--- src/mbrf_pkg.sv ---
// package: sequencer control word, request program table and crc helper
`default_nettype none
package mbrf_pkg;

	localparam int MAX_WRITE_REGS_DEF = 16;

	localparam logic [15:0] CRC_POLY = 16'hA001;
	localparam logic [15:0] CRC_INIT = 16'hFFFF;
	localparam logic [7:0]  SLAVE_RESET = 8'h01;

	localparam logic [7:0] FN_COIL  = 8'h05;
	localparam logic [7:0] FN_REG   = 8'h06;
	localparam logic [7:0] FN_MULTI = 8'h10;
	localparam logic [7:0] FN_READ  = 8'h03;
	localparam logic [7:0] COIL_ON  = 8'hFF;

	localparam int PC_W = 6;

	typedef logic [PC_W-1:0] pc_t;

	// program entry points
	localparam pc_t PC_COIL  = 6'd0;
	localparam pc_t PC_REG   = 6'd8;
	localparam pc_t PC_MULTI = 6'd16;
	localparam pc_t PC_VALUE = 6'd23;
	localparam pc_t PC_READ  = 6'd27;

	typedef enum logic [1:0] {
		MODE_COIL  = 2'd0,
		MODE_REG   = 2'd1,
		MODE_MULTI = 2'd2,
		MODE_READ  = 2'd3
	} mode_t;

	typedef enum logic [3:0] {
		SRC_SLAVE,
		SRC_CONST,
		SRC_REG_H,
		SRC_REG_L,
		SRC_VAL_H,
		SRC_VAL_L,
		SRC_COIL,
		SRC_QTY,
		SRC_QTY2,
		SRC_CRC_L,
		SRC_CRC_H
	} src_t;

	typedef struct packed {
		src_t       src;
		logic [7:0] konst;  // byte for SRC_CONST
		logic       fin;    // final byte of the frame, stop
		logic       cend;   // stop here if more values are still to come
	} ctrl_word_t;

	function automatic ctrl_word_t cw(src_t s, logic [7:0] k, logic f, logic c);
		ctrl_word_t w;
		w.src = s;
		w.konst = k;
		w.fin = f;
		w.cend = c;
		return w;
	endfunction

	function automatic ctrl_word_t rom(pc_t pc);
		ctrl_word_t w;
		unique case (pc)
			// write single coil
			6'd0:  w = cw(SRC_SLAVE, 8'h00, 1'b0, 1'b0);
			6'd1:  w = cw(SRC_CONST, FN_COIL, 1'b0, 1'b0);
			6'd2:  w = cw(SRC_REG_H, 8'h00, 1'b0, 1'b0);
			6'd3:  w = cw(SRC_REG_L, 8'h00, 1'b0, 1'b0);
			6'd4:  w = cw(SRC_COIL, 8'h00, 1'b0, 1'b0);
			6'd5:  w = cw(SRC_CONST, 8'h00, 1'b0, 1'b0);
			6'd6:  w = cw(SRC_CRC_L, 8'h00, 1'b0, 1'b0);
			6'd7:  w = cw(SRC_CRC_H, 8'h00, 1'b1, 1'b0);
			// write single register
			6'd8:  w = cw(SRC_SLAVE, 8'h00, 1'b0, 1'b0);
			6'd9:  w = cw(SRC_CONST, FN_REG, 1'b0, 1'b0);
			6'd10: w = cw(SRC_REG_H, 8'h00, 1'b0, 1'b0);
			6'd11: w = cw(SRC_REG_L, 8'h00, 1'b0, 1'b0);
			6'd12: w = cw(SRC_VAL_H, 8'h00, 1'b0, 1'b0);
			6'd13: w = cw(SRC_VAL_L, 8'h00, 1'b0, 1'b0);
			6'd14: w = cw(SRC_CRC_L, 8'h00, 1'b0, 1'b0);
			6'd15: w = cw(SRC_CRC_H, 8'h00, 1'b1, 1'b0);
			// write multiple header, falls through into the value program
			6'd16: w = cw(SRC_SLAVE, 8'h00, 1'b0, 1'b0);
			6'd17: w = cw(SRC_CONST, FN_MULTI, 1'b0, 1'b0);
			6'd18: w = cw(SRC_REG_H, 8'h00, 1'b0, 1'b0);
			6'd19: w = cw(SRC_REG_L, 8'h00, 1'b0, 1'b0);
			6'd20: w = cw(SRC_CONST, 8'h00, 1'b0, 1'b0);
			6'd21: w = cw(SRC_QTY, 8'h00, 1'b0, 1'b0);
			6'd22: w = cw(SRC_QTY2, 8'h00, 1'b0, 1'b0);
			// one value of a write multiple
			6'd23: w = cw(SRC_VAL_H, 8'h00, 1'b0, 1'b0);
			6'd24: w = cw(SRC_VAL_L, 8'h00, 1'b0, 1'b1);
			6'd25: w = cw(SRC_CRC_L, 8'h00, 1'b0, 1'b0);
			6'd26: w = cw(SRC_CRC_H, 8'h00, 1'b1, 1'b0);
			// read holding registers
			6'd27: w = cw(SRC_SLAVE, 8'h00, 1'b0, 1'b0);
			6'd28: w = cw(SRC_CONST, FN_READ, 1'b0, 1'b0);
			6'd29: w = cw(SRC_REG_H, 8'h00, 1'b0, 1'b0);
			6'd30: w = cw(SRC_REG_L, 8'h00, 1'b0, 1'b0);
			6'd31: w = cw(SRC_CONST, 8'h00, 1'b0, 1'b0);
			6'd32: w = cw(SRC_QTY, 8'h00, 1'b0, 1'b0);
			6'd33: w = cw(SRC_CRC_L, 8'h00, 1'b0, 1'b0);
			6'd34: w = cw(SRC_CRC_H, 8'h00, 1'b1, 1'b0);
			default: w = cw(SRC_CONST, 8'h00, 1'b1, 1'b0);
		endcase
		return w;
	endfunction

	// one byte through the reflected crc-16, eight bit steps
	function automatic logic [15:0] crc_byte(logic [15:0] crc, logic [7:0] b);
		logic [15:0] c;
		c = crc ^ {8'h00, b};
		for (int k = 0; k < 8; k++) begin
			if (c[0]) begin
				c = (c >> 1) ^ CRC_POLY;
			end else begin
				c = c >> 1;
			end
		end
		return c;
	endfunction

endpackage
`default_nettype wire

--- src/modbus_rtu_request_framer.sv ---
// top level: modbus rtu master request framer with appended crc-16
//
// channel   direction  signals                                            transfer
// in        input      in_valid/in_ready, mode, register_address,         in_valid & in_ready
//                      quantity, register_value
// out       output     out_valid/out_ready, frame_byte, last_of_frame     out_valid & out_ready
// cfg       input      slave_address_we, slave_address_wdata              slave_address_we
//
// after an item is taken, one frame byte follows per cycle while out_ready holds:
// 8 bytes for coil, register and read frames, 9 or 11 for a write-multiple start,
// 2 or 4 for each later value; a dropped item or a swallowed value emits no byte.
// the rate is set by the sequencer stepping one control word per byte.
// reset clears the sequencer, the crc to 0xffff and the slave address to 1.
// a stalled out_ready freezes the step counter; the input waits until the sequencer stops.
`default_nettype none
module modbus_rtu_request_framer #(
	parameter int MAX_WRITE_REGS = mbrf_pkg::MAX_WRITE_REGS_DEF
) (
	input  wire logic        clk,
	input  wire logic        arst_n,
	input  wire logic        slave_address_we,
	input  wire logic [7:0]  slave_address_wdata,
	input  wire logic        in_valid,
	output logic             in_ready,
	input  wire logic [1:0]  mode,
	input  wire logic [15:0] register_address,
	input  wire logic [7:0]  quantity,
	input  wire logic [15:0] register_value,
	output logic             out_valid,
	input  wire logic        out_ready,
	output logic [7:0]       frame_byte,
	output logic             last_of_frame
);
	import mbrf_pkg::*;

	// limit held in the width of quantity
	localparam logic [7:0] MAX_QTY = 8'(MAX_WRITE_REGS);

	// control and configuration state
	logic [7:0]  slave_q;
	logic        running_q;
	pc_t         pc_q;
	logic [15:0] crc_q;
	logic [7:0]  remaining_q;
	logic        dropping_q;

	// latched request fields
	logic [15:0] reg_q;
	logic [7:0]  qty_q;
	logic [15:0] val_q;

	// output register
	logic        out_valid_q;
	logic [7:0]  byte_q;
	logic        last_q;

	logic        in_xfer;
	logic        step;      // sequencer emits a byte this cycle
	ctrl_word_t  cw_now;
	logic [7:0]  byte_d;
	logic [15:0] crc_base;
	logic [15:0] crc_d;
	logic        stop;
	logic [16:0] end_addr;
	logic        bad_multi;
	logic [7:0]  qty_m1;
	logic [7:0]  rem_m1;

	assign in_ready      = !running_q;
	assign in_xfer       = in_valid && in_ready;
	assign out_valid     = out_valid_q;
	assign frame_byte    = byte_q;
	assign last_of_frame = last_q;

	// microcode fetch; the output slot must be free or draining
	assign cw_now = rom(pc_q);
	assign step   = running_q && (!out_valid_q || out_ready);

	// byte datapath
	always_comb begin
		unique case (cw_now.src)
			SRC_SLAVE: byte_d = slave_q;
			SRC_CONST: byte_d = cw_now.konst;
			SRC_REG_H: byte_d = reg_q[15:8];
			SRC_REG_L: byte_d = reg_q[7:0];
			SRC_VAL_H: byte_d = val_q[15:8];
			SRC_VAL_L: byte_d = val_q[7:0];
			SRC_COIL:  byte_d = (val_q != 16'h0000) ? COIL_ON : 8'h00;
			SRC_QTY:   byte_d = qty_q;
			SRC_QTY2:  byte_d = {qty_q[6:0], 1'b0};
			SRC_CRC_L: byte_d = crc_q[7:0];
			SRC_CRC_H: byte_d = crc_q[15:8];
			default:   byte_d = 8'h00;
		endcase
	end

	// crc restarts on the address byte, holds over the crc bytes, rearms after them
	assign crc_base = (cw_now.src == SRC_SLAVE) ? CRC_INIT : crc_q;
	always_comb begin
		unique case (cw_now.src)
			SRC_CRC_L: crc_d = crc_q;
			SRC_CRC_H: crc_d = CRC_INIT;
			default:   crc_d = crc_byte(crc_base, byte_d);
		endcase
	end

	// end of program, or conditional stop while values remain
	assign stop = cw_now.fin || (cw_now.cend && (remaining_q != 8'h00));

	// write-multiple screening
	assign end_addr  = {1'b0, register_address} + {9'h000, quantity};
	assign bad_multi = (end_addr > 17'h0FFFF) || (quantity > MAX_QTY);
	assign qty_m1    = quantity - 8'd1;
	assign rem_m1    = remaining_q - 8'd1;

	// configuration register
	always_ff @(posedge clk or negedge arst_n) begin
		if (!arst_n) begin
			slave_q <= SLAVE_RESET;
		end else if (slave_address_we) begin
			slave_q <= slave_address_wdata;
		end
	end

	// request fields, no reset needed
	always_ff @(posedge clk) begin
		if (in_xfer) begin
			reg_q <= register_address;
			qty_q <= quantity;
			val_q <= register_value;
		end
	end

	// sequencer and item bookkeeping
	always_ff @(posedge clk or negedge arst_n) begin
		if (!arst_n) begin
			running_q   <= 1'b0;
			pc_q        <= PC_COIL;
			crc_q       <= CRC_INIT;
			remaining_q <= 8'h00;
			dropping_q  <= 1'b0;
		end else if (in_xfer) begin
			if (remaining_q != 8'h00) begin
				// next value of a write multiple
				remaining_q <= rem_m1;
				if (dropping_q) begin
					if (rem_m1 == 8'h00) begin
						dropping_q <= 1'b0;
					end
				end else begin
					running_q <= 1'b1;
					pc_q      <= PC_VALUE;
				end
			end else begin
				unique case (mode_t'(mode))
					MODE_COIL: begin
						running_q <= 1'b1;
						pc_q      <= PC_COIL;
					end
					MODE_REG: begin
						running_q <= 1'b1;
						pc_q      <= PC_REG;
					end
					MODE_READ: begin
						running_q <= 1'b1;
						pc_q      <= PC_READ;
					end
					MODE_MULTI: begin
						// count zero is dropped with nothing to swallow
						if (quantity != 8'h00) begin
							remaining_q <= qty_m1;
							if (bad_multi) begin
								dropping_q <= (qty_m1 != 8'h00);
							end else begin
								dropping_q <= 1'b0;
								running_q  <= 1'b1;
								pc_q       <= PC_MULTI;
							end
						end
					end
					default: begin
						running_q <= 1'b0;
					end
				endcase
			end
		end else if (step) begin
			crc_q <= crc_d;
			if (stop) begin
				running_q <= 1'b0;
			end else begin
				pc_q <= pc_q + pc_t'(1);
			end
		end
	end

	// output register, filled by the sequencer, emptied by the sink
	always_ff @(posedge clk or negedge arst_n) begin
		if (!arst_n) begin
			out_valid_q <= 1'b0;
		end else if (step) begin
			out_valid_q <= 1'b1;
		end else if (out_ready) begin
			out_valid_q <= 1'b0;
		end
	end

	always_ff @(posedge clk) begin
		if (step) begin
			byte_q <= byte_d;
			last_q <= cw_now.fin;
		end
	end

endmodule
`default_nettype wire
--- config.mk ---
export PLATFORM = sky130hd
export DESIGN_NAME = modbus_rtu_request_framer
export DESIGN_NICKNAME = d
export VERILOG_FILES = /design/src/mbrf_pkg.sv /design/src/modbus_rtu_request_framer.sv
export SDC_FILE = /design/constraint.sdc
export NUM_CORES = 1
export LEC_CHECK = 0
export BUFFER_PORTS_ARGS = -buffer_cell sky130_fd_sc_hd__buf_2
export CAP_MARGIN = 20
export CORE_UTILIZATION = 40
export CTS_BUF_LIST = sky130_fd_sc_hd__clkbuf_8
export DETAILED_ROUTE_END_ITERATION = 7
export PLACE_DENSITY_LB_ADDON = 0.08
export SETUP_SLACK_MARGIN = 0.05
export SKIP_CTS_REPAIR_TIMING = 1
export SLEW_MARGIN = 20
export SYNTH_ARGS = -nofsm -noshare
export SYNTH_HDL_FRONTEND = slang
export SYNTH_SLANG_ARGS = --single-unit
--- constraint.sdc ---
create_clock -name clk -period 4.4 [get_ports clk]
set_input_delay 0.66 -clock clk [delete_from_list [all_inputs] [get_ports clk]]
set_output_delay 0.66 -clock clk [all_outputs]
set_load 0.02 [all_outputs]
==> impl_metrics.json <==
{
  "grt_start_max_net_pins": 48,
  "antennaDiodeCount": 0,
  "cap_violations": 0,
  "routed_wirelength_um": 15300,
  "die_h_um": 121,
  "path_clk_slew_ns": 0.11,
  "cts_tree": "built",
  "netlist_area_sq_um": 5630,
  "grt_pass1_wl_um": 24600,
  "grt_use_total": 0.225,
  "dp_hpwl_um": 11700,
  "grt_pass1_vias": 4338,
  "report.final.slew_viol_count": 0,
  "ys_warn_count": 0,
  "clk_latency_ns": 0.39,
  "reg2reg_depth": 13,
  "core_sq_um": 13500,
  "fin_crit_ns": 4.11,
  "finClkSkew_ns": 0.0118,
  "status": "completed",
  "utilization": 0.477,
  "crit_start": "pc_q[0]",
  "dieWidth_um": 121,
  "dieArea_sq_um": 14500,
  "r2r_start": "pc_q[0]",
  "io_pins": 66,
  "drc": 0,
  "cts_buffer_depth": 2,
  "hold_violations": 0,
  "final_antenna_net_count": 0,
  "drt_iter0_markers": 394,
  "cp_max_fo": 11,
  "fin_nets": 681,
  "fin_setup_tns_ns": 0,
  "portBuffers": 65,
  "finalCritPeriodShare": 0.933,
  "viasPerCell": 5.79,
  "synth_edf_count": 49,
  "grt-ovfl-total": 0,
  "root_buffer": "clkbuf_8",
  "finalSetupViolations": 0,
  "synthArstFlopShare": 0.456,
  "via_count": 4553,
  "firstDrtPassIters": 5,
  "floorplan.rows": 42,
  "yosys_most_used_dff": "edfxtp_1",
  "cts.sinks": 90,
  "final_cells": 787,
  "max_freq_ghz": 0.244,
  "synthCells": 530,
  "crit_end": "crc_q[0]",
  "cts_buffers": 9,
  "gp_congestion": 0.914,
  "fillers": 1312,
  "crit_path_start_kind": "register",
  "syn-num-nets": 605,
  "areaGrowthSynthToFinish_pct": 14.0,
  "end_kind": "register",
  "place_inst": 771,
  "hold_class": "primary input to asynchronous set/reset pin",
  "wire_per_inst_um": 19.4,
  "worstPathArrival_ns": 4.43,
  "synth_seq_cells": 90,
  "avgSynthCellArea_sq_um": 10.6,
  "relSlewSlack": 0.543,
  "cp_data_required_time_ns": 4.72,
  "tightestPinTransition_ns": 0.669,
  "drive_above_1_share": 0.260,
  "antenna_found_initial": 0,
  "start_util": 0.418,
  "hold_slack_ns": 0.257,
  "htree_levels": 3,
  "path_class": "register to register",
  "rsz0062_at_grt": "no",
  "reg2reg_to": "crc_q[0]",
  "yosysSeqAreaShare": 0.448,
  "r2r_setup_slack_ns": 0.29,
  "synth_cell_types": 82
}
worst min-delay path by stage:
| stage | start | endpoint | slack (ns) | cells past startpoint |
|---|---|---|---|---|
| final | arst_n | pc_q[1] | 0.26 | 1 |
| after detailed placement | dropping_q | dropping_q | 0.51 | 2 |
| after global routing | arst_n | pc_q[2] | 0.29 | 1 |
| after CTS | register_value[9] | val_q[9] | 0.43 | 1 |
| after global placement | out_valid | out_valid | 0.49 | 2 |
| after floorplan | arst_n | dropping_q | 0.36 | 0 |
routing by layer:
metal / up-vias / global-route usage / routed length, um
met1: 2219 / 0.326 / 7380
met4: 0 / 0.0718 / 215
met2: 160 / 0.341 / 6910
met3: 16 / 0.0368 / 762
met5: - / 0 / 0
li1: 2158 / - / -
cell families after synthesis:
logic type / Yosys count / share of synthesized area
AOI/OAI and AO/OA: 126 / 0.169
xor gates and xnor gates: 34 / 0.0649
adders and majority gates: 20 / 0.0458
buffers and inverters: 45 / 0.0434
DFF: 90 / 0.448
muxes: 26 / 0.0516
and+or+nand+nor: 189 / 0.177
flip-flops by register name, summed over array words and instances (netlist names):
signal and cells:
crc_q 16, reg_q 16, val_q 16, frame_byte 8, qty_q 8, remaining_q 8
slave_q 8, pc_q 6, dropping_q 1, last_of_frame 1, out_valid 1, running_q 1
through the flow:
stage          setup slack (ns)  instance area (sq um)
2_1_floorplan             0.446                   5630
3_3_place_gp              0.262                   6200
6_report                  0.294                   6410
3_5_place_dp              0.219                   6200
5_1_grt                  0.0827                   6410
4_1_cts                   0.191                   6410
cells in the final DEF, fill, tap and decap left out, types with 13 or more instances in the layout:
cell type	n
ha_1	19
nor2_1	44
dfrtp_1	24
nand3_1	31
nor3_1	15
xnor2_1	22
nand2_1	37
inv_1	17
a21oi_1	28
dfstp_2	17
o22a_1	13
o21ai_0	16
buf_2	64
edfxtp_1	49
buf_4	28
cells in the mapped netlist, drive strengths merged (3+ instances only):
cell     n  area, sq um
a31oi   10         62.6
a22oi    4         30.0
edfxtp  49         1470
mux2    15          180
a21oi   28          140
xor2     7         61.3
nor3    15         75.1
o21ai   18         90.1
dfrtp   24          601
a211oi   3         22.5
inv     17         63.8
xnor3    3         67.6
o22ai    4         25.0
buf     20          150
nor2b    6         37.5
a41oi    3         33.8
or3      3         18.8
nand2b  10         62.6
nand3   32          173
nand2   37          139
o22a    13          114
xnor2   24          236
clkbuf   7         26.3
o21a     6         45.0
mux2i   11          110
dfstp   17          447
ha      19          238
nor4     8         65.1
nand4    8         50.1
a32oi    3         45.1
a221oi   7         80.1
nor2    46          183
and3     7         43.8
critical path, cell delays in order (launching register included):
cell	delay [ns]
dfrtp_1	0.42
buf_4	0.17
ha_1	0.19
mux2_2	0.31
a32oi_4	0.25
and3_1	0.39
buf_4	0.26
a221oi_2	0.08
o311ai_2	0.51
xnor3_1	0.46
xnor3_1	0.23
xnor2_2	0.20
xnor3_1	0.41
o22a_1	0.16
cell type report:
cell class	count	area (sq um)	share of cell area
clock buffer	9	124	0.0193
clock inverter	7	81.3	0.0127
inverter	18	67.6	0.0105
multi-input combinational	395	2870	0.448
sequential	90	2520	0.393
tap	176	220	0.0343
timing repair buffer	92	531	0.0827
Power is not shown: default switching activity piles up to over one toggle a cycle in this logic, so the estimate is an artifact.
